$ cat src/rtl/pls_pkg.sv
// Shared types and constants for the positional list store.
package pls_pkg;

  // Widest cell index the chain supports (CAPACITY up to 1024).
  localparam int unsigned IDX_MAX_W = 10;

  typedef enum logic [2:0] {
    FN_ADD_HEAD = 3'd0,
    FN_ADD_END  = 3'd1,
    FN_INS_AT   = 3'd2,
    FN_DEL_HEAD = 3'd3,
    FN_DEL_END  = 3'd4,
    FN_DEL_AT   = 3'd5,
    FN_EDIT_AT  = 3'd6,
    FN_READ_AT  = 3'd7
  } func_t;

  typedef enum logic [1:0] {
    ST_OK    = 2'd0,
    ST_RANGE = 2'd1,
    ST_EMPTY = 2'd2,
    ST_FULL  = 2'd3
  } status_t;

  typedef enum logic [1:0] {
    CELL_HOLD   = 2'd0,
    CELL_INSERT = 2'd1,
    CELL_DELETE = 2'd2,
    CELL_WRITE  = 2'd3
  } cell_op_t;

  // Broadcast to every cell of the chain in each cycle.
  typedef struct packed {
    cell_op_t             op;
    logic [IDX_MAX_W-1:0] idx;
  } cell_ctrl_t;

endpackage

$ cat src/rtl/pls_cell.sv
// One storage cell of the list chain: holds one element, shifts with its neighbors.
module pls_cell #(
  parameter int unsigned DATA_WIDTH = 32,
  parameter int unsigned CELL_IDX   = 0
) (
  input  logic                   clk,
  input  pls_pkg::cell_ctrl_t    ctrl,
  input  logic [DATA_WIDTH-1:0]  wdata,
  input  logic [DATA_WIDTH-1:0]  left_data,
  input  logic [DATA_WIDTH-1:0]  right_data,
  output logic [DATA_WIDTH-1:0]  data_o,
  output logic [DATA_WIDTH-1:0]  rd_o
);

  localparam logic [pls_pkg::IDX_MAX_W-1:0] MY_IDX = pls_pkg::IDX_MAX_W'(CELL_IDX);

  logic [DATA_WIDTH-1:0] data_r;
  logic [DATA_WIDTH-1:0] data_nxt;
  logic                  sel;
  logic                  after;

  assign sel   = (ctrl.idx == MY_IDX);
  assign after = (MY_IDX > ctrl.idx);

  always_comb begin
    data_nxt = data_r;
    case (ctrl.op)
      pls_pkg::CELL_INSERT: begin
        // take the left neighbor behind the slot, the new word at the slot
        if (after) begin
          data_nxt = left_data;
        end else if (sel) begin
          data_nxt = wdata;
        end
      end
      pls_pkg::CELL_DELETE: begin
        if (after || sel) begin
          data_nxt = right_data;
        end
      end
      pls_pkg::CELL_WRITE: begin
        if (sel) begin
          data_nxt = wdata;
        end
      end
      default: data_nxt = data_r;
    endcase
  end

  always_ff @(posedge clk) begin
    data_r <= data_nxt;
  end

  assign data_o = data_r;
  assign rd_o   = data_r & {DATA_WIDTH{sel}};

endmodule

$ cat config.mk
export PLATFORM = sky130hd
export DESIGN_NAME = pls_cell
export DESIGN_NICKNAME = d
export VERILOG_FILES = /design/src/rtl/pls_pkg.sv /design/src/rtl/pls_cell.sv
export SDC_FILE = /design/constraint.sdc
export NUM_CORES = 1
export LEC_CHECK = 0
export BUFFER_PORTS_ARGS = -buffer_cell sky130_fd_sc_hd__buf_2
export CAP_MARGIN = 20
export CORE_MARGIN = 2
export CORE_UTILIZATION = 44
export DETAILED_ROUTE_END_ITERATION = 8
export PLACE_DENSITY = 0.95
export SETUP_SLACK_MARGIN = 0.3
export SLEW_MARGIN = 20
export SYNTH_ARGS = -nofsm -noshare
export SYNTH_HDL_FRONTEND = slang
export SYNTH_SLANG_ARGS = --single-unit
$ cat constraint.sdc
create_clock -name clk -period 3.95 [get_ports clk]
set_input_delay 0.1975 -clock clk [delete_from_list [all_inputs] [get_ports clk]]
set_output_delay 0.1975 -clock clk [all_outputs]
set_load 0.01 [all_outputs]
==> reports/results.ini, run 1 <==
[final_layout]
largest_reg_flops = 32
final_cell_mix = buf_2 (140), nor2_1 (34)
final_cell_area_um2 = 3105
finalNonFillerCells = 427
layout-drive-gt1-share_pct = 53.22
n_antenna_cell = 0
area.growth.synth_to_final_pct = 33.73
final_common_cell = buf_2
nNetsFinal = 465

[timing]
setup_viol = 0
rsz0062_at_grt = no
fin_crit_ns = 2.372
max_slew_margin_pct = 36.08
fin_crit_sh_pct = 60.05
fmax_mhz = 421.6
final-hold-violation-count = 0
worst_pin_slew_ns = 0.9517
setup-tns-final_ns = 0
finalMaxSlewViolations = 0
fin_skew_ns = 0

[detailed_routing]
vias = 2489
dr.first_iter.drc_count = 147
detail_route.vias_per_cell = 5.829
wire_per_inst_um = 16.63
route.detailed.drc = 0
drtPass1Iterations = 4
drtAntennaViolNets = 0
finalWirelength_mm = 7.101

[outcome]
status = complete, no violations

[floorplan]
dieArea_um2 = 5875
core-area_um2 = 5107
fp.dieW_um = 76.65
die_h_um = 76.65
rows = 26
start_util_pct = 45.47
io_pins = 173

[clocking]
hold_buffers = 0
cts_sinks = 32
cts_buffers = 5
h-tree-depth = 2
ctsResizeCount = 0
cts_buffer_depth = 2
post_cts_buffers = 0
clock_latency_ns = 0.27
path_clk_slew_ns = 0.07
clockRootBuffer = clkbuf_8
cts_tree = done

[yosys]
synth-seq-area-share_pct = 41.38
netlist_instances = 236
synth_fp_nets = 345
ys_seq_elements = 32
synth_area_leaders = edfxtp_1 (41%), o31ai_2 (16%), a31oi_1 (8.6%)
ys_types = 18
avgSynthCellArea_um2 = 9.840
synth_top_area_cell = edfxtp_1
syn_area_um2 = 2322
synth_warnings = 0
synth_top_area_share_pct = 41.38

[placed_design]
dp_cells = 419
routabilityCongestion = 0.7823
port_buffers = 140
dpl_cell_area_um2 = 3020
place_hpwl_mm = 4.737

[pwr]
p_int_uw = 606.1
total_power_uw = 841.3
p_sw_share_pct = 27.95
seq_power_share_pct = 51.0
pwr_density_cell_nw_per_um2 = 270.9
power.share.clock_pct = 28.0
power_leakage_nw = 1.387
vdd_ir_drop_max_mv = 0.1797
p_sw_uw = 235.2
pwr-share-comb_pct = 21.0

[critical_path]
path_class = input port to register
r2r_cells = 2
critPathCaptureType = register
worstPathMaxFanout = 33
startpoint_type = input port
required_ns = 3.85
crit_arrival_ns = 2.27

[grt]
gr-usage-all-layers_pct = 23.42
grt.overflow.total = 0
antenna_found_initial = 0
grt_start_max_net_pins = 65
grt_pass1_vias = 2356
grt_pass1_wl_mm = 11.20

[min_path]
hold_path.class = input port to register
whs_path_depth = 3

[flow_run]
drv_cap = 0

==> Yosys cell counts (all sizes together) <==
cell and n:
nor2 35, a31oi 32, and3 32, edfxtp 32, nand4 32, o31ai 32, buf 18, clkbuf 15
nor4 3, or4 2, a31o 1, nand2b 1, or2 1
==> metrics by stage <==
| stage | util [%] | hold WS [ns] | worst slack (ns) |
|---|---|---|---|
| after floorplan | - | 0.4512 | 2.014 |
| after global placement | 58.99 | 0.5476 | 1.363 |
| after detailed placement | 59.14 | 0.5556 | 1.288 |
| after CTS | 60.71 | 0.2657 | 1.572 |
| after global routing | 60.80 | 0.2679 | 1.473 |
| final | 60.80 | 0.2754 | 1.578 |
==> path summary, 6_finish.rpt <==
check,end,start,slack [ns]
setup / recovery,data_o[25],ctrl[0],1.58
hold reg to reg,data_o[11],data_o[11],0.72
hold / removal,data_o[8],right_data[8],0.28
setup reg to reg,data_o[27],data_o[27],2.99
==> power groups by stage <==
stage	clock (mW)	combinational, mW	sequential (mW)
finish	0.235	0.177	0.429
global route	0.259	0.192	0.432
CTS	0.243	0.176	0.429
detailed placement	0	0.176	0.436
global placement	0	0.170	0.434
floorplan	0	0.0820	0.444
==> final cells by class <==
cell class                 count  area (µm²)
fill                         443        2002
multi-input combinational    171        1231
sequential                    32       960.9
timing repair buffer         146       745.7
tap                           70       87.58
clock buffer                   7       76.32
clock inverter                 1       3.754
==> routing by layer <==
layer,up-vias,global-route usage [%],wire [µm]
met5,-,0,0
met4,0,7.818,86
met3,7,4.588,425
met2,115,40.27,3625
met1,1181,29.57,2963
li1,1186,-,-
==> cell families (layout without fill, tap and decap cells) <==
family          Yosys count  in the layout  synth area share (%)
simple gates            106            106                 25.75
buf+inv                  33            154                 7.058
compound gates           65             65                 25.81
flops                    32             32                 41.38
==> worst max-delay path, stage by stage <==
cell and delay, ns:
buf_2 0.14, or4_2 0.73, nor2_4 0.10, buf_4 0.30
a31o_2 0.77
No activity file was read; power rests on OpenSTA's default activity.
==> run 2, diff against run 1 <==
--- a/config.mk
+++ b/config.mk
@@ -8,9 +8,9 @@
 export BUFFER_PORTS_ARGS = -buffer_cell sky130_fd_sc_hd__buf_2
 export CAP_MARGIN = 20
 export CORE_MARGIN = 2
-export CORE_UTILIZATION = 44
+export CORE_UTILIZATION = 37
 export DETAILED_ROUTE_END_ITERATION = 8
-export PLACE_DENSITY = 0.95
+export PLACE_DENSITY = 0.87
 export SETUP_SLACK_MARGIN = 0.3
 export SLEW_MARGIN = 20
 export SYNTH_ARGS = -nofsm -noshare
==> constraint.sdc (replaced) <==
create_clock -name clk -period 2 [get_ports clk]
set_input_delay 0.1 -clock clk [delete_from_list [all_inputs] [get_ports clk]]
set_output_delay 0.1 -clock clk [all_outputs]
set_load 0.01 [all_outputs]
==> reports/results.ini, run 2 (synthesized netlist as in run 1, its figures left out) <==
[timing]
fmax_mhz = 643.1
max_slew_margin_pct = 78.19  ; +42 points
rsz0062_at_grt = no
setup_slack_ns = 0.4451  ; -1.133 ns
finalMaxSlewViolations = 0  ; unchanged
setup_viol = 0  ; unchanged
fin_skew_ns = 0  ; unchanged
fin_crit_ns = 1.555
final-hold-violation-count = 0  ; unchanged
worst_pin_slew_ns = 0.3271  ; -0.6246 ns
fin_crit_sh_pct = 77.74
finalHoldWorstSlack_ns = 0.1691  ; -0.1063 ns
setup-tns-final_ns = 0  ; unchanged

[grt]
gr-usage-all-layers_pct = 20.85  ; -2.6 points
grt_pass1_vias = 2428  ; +3.1%
grt_start_max_net_pins = 36  ; -45%
grt_pass1_wl_mm = 11.91  ; +6.3%
antenna_found_initial = 0  ; unchanged
grt.overflow.total = 0  ; unchanged

[critical_path]
worstReg2RegEnd = data_o[9]
crit_top_cell = buf_2
worstPathMaxFanout = 14  ; -58%
worstSetupPathDepth = 6  ; +1
crit_chain = buf_2 > or4_4 > nor2_4 > buf_4 > and3_1 > buf_2
startpoint_type = input port
rrSetupSlack_ns = 1.09  ; -1.90 ns
critPathCaptureType = output pin
cp-endpoint = rd_o[18]
critPathBufInv = 3  ; +1
path_class = input port to output pin
reg2reg_from = data_o[9]
path_delay_family = simple AND/OR/NAND/NOR gates
crit_path_top_delay_cell = or4_4
crit_arrival_ns = 1.45  ; -0.82 ns
required_ns = 1.90  ; -1.95 ns
r2r_cells = 2  ; unchanged
cpPeakStageDelay_ns = 0.58  ; -0.19 ns
startpoint = ctrl[0]

[outcome]
status = complete, no violations

[placed_design]
post-place-ws_ns = 0.05255  ; -1.235 ns
dpl_cell_area_um2 = 3168  ; +4.9%
place_hpwl_mm = 5.442  ; +15%
port_buffers = 140  ; unchanged
routabilityCongestion = 0.7888  ; +0.83%

[floorplan]
rows = 28  ; +7.7%
fp.dieW_um = 83.23  ; +8.6%
die_h_um = 83.23  ; +8.6%
io_pins = 173  ; unchanged
core-area_um2 = 5991  ; +17%
start_util_pct = 38.76  ; -6.7 points
dieArea_um2 = 6926  ; +18%

[final_layout]
final_cell_area_um2 = 3252  ; +4.7%
final_cell_mix = buf_2 (140), nor2_1 (34)
final_common_cell = buf_2
n_antenna_cell = 0  ; unchanged
area.growth.synth_to_final_pct = 40.03
largest_reg_flops = 32  ; unchanged
layout-drive-gt1-share_pct = 55.04  ; +1.8 points
nNetsFinal = 476  ; +2.4%

[detailed_routing]
finalWirelength_mm = 7.704  ; +8.5%
drtPass1Iterations = 4  ; unchanged
detail_route.vias_per_cell = 5.758  ; -1.2%
route.detailed.drc = 0  ; unchanged
wire_per_inst_um = 17.43  ; +4.8%
vias = 2545  ; +2.2%
drtAntennaViolNets = 0  ; unchanged
dr.first_iter.drc_count = 133  ; -9.5%

[pwr]
power_leakage_nw = 1.459  ; +5.2%
p_sw_uw = 480.6  ; +100%
power.share.clock_pct = 27.6  ; -0.4 points
pwr-share-comb_pct = 22.3  ; +1.3 points
p_sw_share_pct = 28.44  ; +0.49 points
vdd_ir_drop_max_mv = 0.3007  ; +67%
p_int_mw = 1.209  ; +99%
seq_power_share_pct = 50.1  ; -0.9 points
total_power_mw = 1.690  ; +100%
pwr_density_cell_nw_per_um2 = 519.6  ; +92%

[clocking]
cts_tree = done
path_clk_slew_ns = 0.07  ; about the same
hold_buffers = 0  ; unchanged
h-tree-depth = 2  ; unchanged
cts_sinks = 32  ; unchanged
post_cts_buffers = 0  ; unchanged
clock_latency_ns = 0.27  ; about the same
cts_buffer_depth = 2  ; unchanged
cts_buffers = 5  ; unchanged
ctsResizeCount = 2  ; +2
clockRootBuffer = clkbuf_8

[min_path]
hold_path.class = input port to register

[flow_run]
drv_cap = 0  ; unchanged

==> run 2: cell types whose count changed in the layout (fill, tap and decap cells not counted), sizes merged <==
cell / previous run / this run
clkbuf: 7 / 6
buf: 146 / 157
==> run 2: worst min-delay path by stage <==
stage,start,depth (start not counted),endpoint,slack [ns]
final,right_data[16],3,data_o[16],0.17
after global routing,right_data[31],3,data_o[31],0.17
after CTS,right_data[16],3,data_o[16],0.16
after detailed placement,right_data[24],3,data_o[24],0.45
after global placement,right_data[20],3,data_o[20],0.44
after floorplan,right_data[22],2,data_o[22],0.35
==> run 2: cell type report <==
type	count	area (µm²)
Clock buffer	6	72.57
Clock inverter	1	5.005
Multi-Input combinational cell	171	1237
Timing Repair Buffer	157	882.1
Fill cell	532	2739
Tap cell	75	93.84
Sequential cell	32	960.9
==> run 2: worst reg2reg max path: stages, from the launching register on <==
cell	delay, ns
edfxtp_1	0.42
o31ai_1	0.10
a31oi_1	0.13
==> run 2: metrics by stage <==
stage | instances | utilization [%]
finish | 442 | 54.28
global route | 442 | 54.28
CTS | 442 | 54.28
detailed placement | 435 | 52.88
global placement | 435 | 52.88
floorplan | 236 | -
==> run 2: layer usage <==
| layer | up-vias | wire length [µm] | GRT usage [%] |
|---|---|---|---|
| li1 | 1209 | - | - |
| met1 | 1211 | 3233 | 26.45 |
| met2 | 115 | 3823 | 36.22 |
| met3 | 10 | 544 | 4.274 |
| met4 | 0 | 102 | 5.216 |
| met5 | - | 0 | 0 |
==> run 2: power groups by stage <==
stage / logic [mW] / registers, mW / clock network (mW)
after CTS: 0.376 / 0.847 / 0.482
after detailed placement: 0.375 / 0.860 / 0
after floorplan: 0.163 / 0.877 / 0
after global routing: 0.405 / 0.852 / 0.509
final: 0.376 / 0.847 / 0.467
after global placement: 0.363 / 0.857 / 0
==> run 3, diff against run 2 <==
--- a/config.mk
+++ b/config.mk
@@ -8,9 +8,9 @@
 export BUFFER_PORTS_ARGS = -buffer_cell sky130_fd_sc_hd__buf_2
 export CAP_MARGIN = 20
 export CORE_MARGIN = 2
-export CORE_UTILIZATION = 37
+export CORE_UTILIZATION = 41
 export DETAILED_ROUTE_END_ITERATION = 8
-export PLACE_DENSITY = 0.87
+export PLACE_DENSITY = 0.91
 export SETUP_SLACK_MARGIN = 0.3
 export SLEW_MARGIN = 20
 export SYNTH_ARGS = -nofsm -noshare
==> constraint.sdc (replaced) <==
create_clock -name clk -period 1.58 [get_ports clk]
set_input_delay 0.079 -clock clk [delete_from_list [all_inputs] [get_ports clk]]
set_output_delay 0.079 -clock clk [all_outputs]
set_load 0.01 [all_outputs]
==> reports/results.ini, run 3 (synthesized netlist as in run 1, its figures left out) <==
[outcome]
status = complete, no violations

[timing]
final-hold-violation-count = 0  ; unchanged
setup_slack_ns = 0.09780  ; -0.3473 ns
finalMaxSlewViolations = 0  ; unchanged
fmax_mhz = 674.7
fin_crit_sh_pct = 93.81
max_slew_margin_pct = 73.78  ; -4.4 points
setup_viol = 0  ; unchanged
worst_pin_slew_ns = 0.3932  ; +0.06613 ns
rsz0062_at_grt = yes
fin_crit_ns = 1.482
fin_skew_ns = 0  ; unchanged

[floorplan]
core-area_um2 = 5473  ; -8.6%
dieArea_um2 = 6282  ; -9.3%
rows = 27  ; -3.6%
fp.dieW_um = 79.26  ; -4.8%
io_pins = 173  ; unchanged
start_util_pct = 42.43  ; +3.7 points
die_h_um = 79.26  ; -4.8%

[detailed_routing]
finalWirelength_mm = 8.715  ; +13%
vias = 2724  ; +7.0%
wl_met3_um = 624  ; +15%
route.detailed.drc = 0  ; unchanged
wl_met2_mm = 4.594  ; +20%
wire_per_inst_um = 18.99  ; +8.9%
m1WireLength_mm = 3.264  ; +0.96%
drtPass1Iterations = 4  ; unchanged
detail_route.vias_per_cell = 5.935  ; +3.1%
dr.first_iter.drc_count = 188  ; +41%
drtAntennaViolNets = 0  ; unchanged
maxUsedRoutingLayer = met4

[pwr]
pwr-share-comb_pct = 24.8  ; +2.5 points
p_sw_share_pct = 28.77  ; +0.33 points
power_leakage_nw = 1.602  ; +9.8%
p_int_mw = 1.591  ; +32%
power.share.clock_pct = 26.7  ; -0.9 points
seq_power_share_pct = 48.4  ; -1.7 points
p_sw_uw = 642.7  ; +34%
vdd_ir_drop_max_mv = 0.3944  ; +31%
pwr_density_cell_nw_per_um2 = 601.5  ; +16%

[clocking]
clock_latency_ns = 0.28  ; about the same
cts_buffer_depth = 2  ; unchanged
h-tree-depth = 2  ; unchanged
cts_tree = done
clockRootBuffer = clkbuf_8
path_clk_slew_ns = 0.06  ; about the same
hold_buffers = 0  ; unchanged
cts_buffers = 5  ; unchanged
cts_sinks = 32  ; unchanged

[grt]
grt.overflow.total = 0  ; unchanged
gr-usage-all-layers_pct = 26.60  ; +5.7 points
antenna_found_initial = 0  ; unchanged
grt_pass1_vias = 2632  ; +8.4%
grt_start_max_net_pins = 65  ; +81%
grt_pass1_wl_mm = 12.89  ; +8.2%

[final_layout]
final_cell_area_um2 = 3714  ; +14%
final_cell_mix = buf_2 (132), nor2_1 (34), nand4_1 (32), a31oi_1 (32), edfxtp_1 (32)
layout-drive-gt1-share_pct = 60.72  ; +5.7 points
n_antenna_cell = 0  ; unchanged
area.growth.synth_to_final_pct = 59.91
largest_reg_flops = 32  ; unchanged
final_common_cell = buf_2
nNetsFinal = 495  ; +4.0%

[critical_path]
crit_arrival_ns = 1.40  ; -0.05 ns
path_class = input port to output pin
critPathCaptureType = output pin
worstPathMaxFanout = 18  ; +4
required_ns = 1.50  ; -0.40 ns
startpoint_type = input port

[placed_design]
routabilityCongestion = 0.8245  ; +4.5%
place_hpwl_mm = 5.897  ; +8.4%
port_buffers = 140  ; unchanged
dpl_cell_area_um2 = 3339  ; +5.4%
post-place-ws_ns = -0.1902  ; -0.2427 ns

[flow_run]
drv_cap = 0  ; unchanged

[min_path]
hold_path.class = input port to register

-- run 3: changes by cell type in the layout (fill, tap and decap cells not counted), moves of 6 or more --
cell	change
buf_4	+11
buf_2	-8
buf_6	+8
and3_4	+13
o31ai_2	-6
o31ai_4	+8
and3_1	-13
-- run 3: path summary, 6_finish.rpt --
path	slack, ns	from	cells past startpoint	end
max	0.1	ctrl[0]	6	rd_o[23]
min	0.14	right_data[11]	3	data_o[11]
max reg2reg	0.66	data_o[4]	2	data_o[4]
min reg2reg	0.72	data_o[30]	2	data_o[30]
-- run 3: power groups by stage --
stage	Combinational, mW	Sequential [mW]	Clock, mW
after floorplan	0.211	1.11	0
after global placement	0.485	1.09	0
after detailed placement	0.503	1.09	0
after CTS	0.530	1.08	0.609
after global routing	0.593	1.09	0.639
final	0.554	1.08	0.597
-- run 3: repair_timing --
| item | CTS | global route |
|---|---|---|
| endpoints found under the hold margin | 0 | 0 |
| pin swaps | 5 | 3 |
| endpoints found under the setup margin | 96 | 96 |
| setup buffers | 2 | 1 |
| cloned | 2 | 2 |
| gates resized for setup | 26 | 5 |
-- run 3: through the flow --
step	cells	total power [mW]	TNS, ns	util (%)	hold WS, ns
after floorplan	236	1.322	0	-	0.3327
after global placement	444	1.573	-2.578	61.02	0.4225
after detailed placement	444	1.595	-3.747	61.02	0.4332
after CTS	456	2.220	0	66.19	0.1420
after global routing	459	2.321	0	67.86	0.1487
final	459	2.234	0	67.86	0.1423
-- run 3: final cells by class --
type | instances | area, µm²
flip-flops and latches | 32 | 960.9
fillers | 437 | 1759
multi-input cells | 171 | 1385
repair buffers | 176 | 1197
clock inverters | 1 | 3.754
well taps | 72 | 90.09
clock buffers | 7 | 76.32
-- run 3: worst max-delay path: stages --
cell	delay, ns
buf_6	0.09
or4_4	0.55
nor2_4	0.18
buf_12	0.17
and3_4	0.19
buf_2	0.13
-- run 3: layer usage --
metal,vias up,global-route usage (%)
li1,1251,-
met4,0,10.00
met2,160,49.24
met5,-,0
met3,25,5.341
met1,1288,29.86
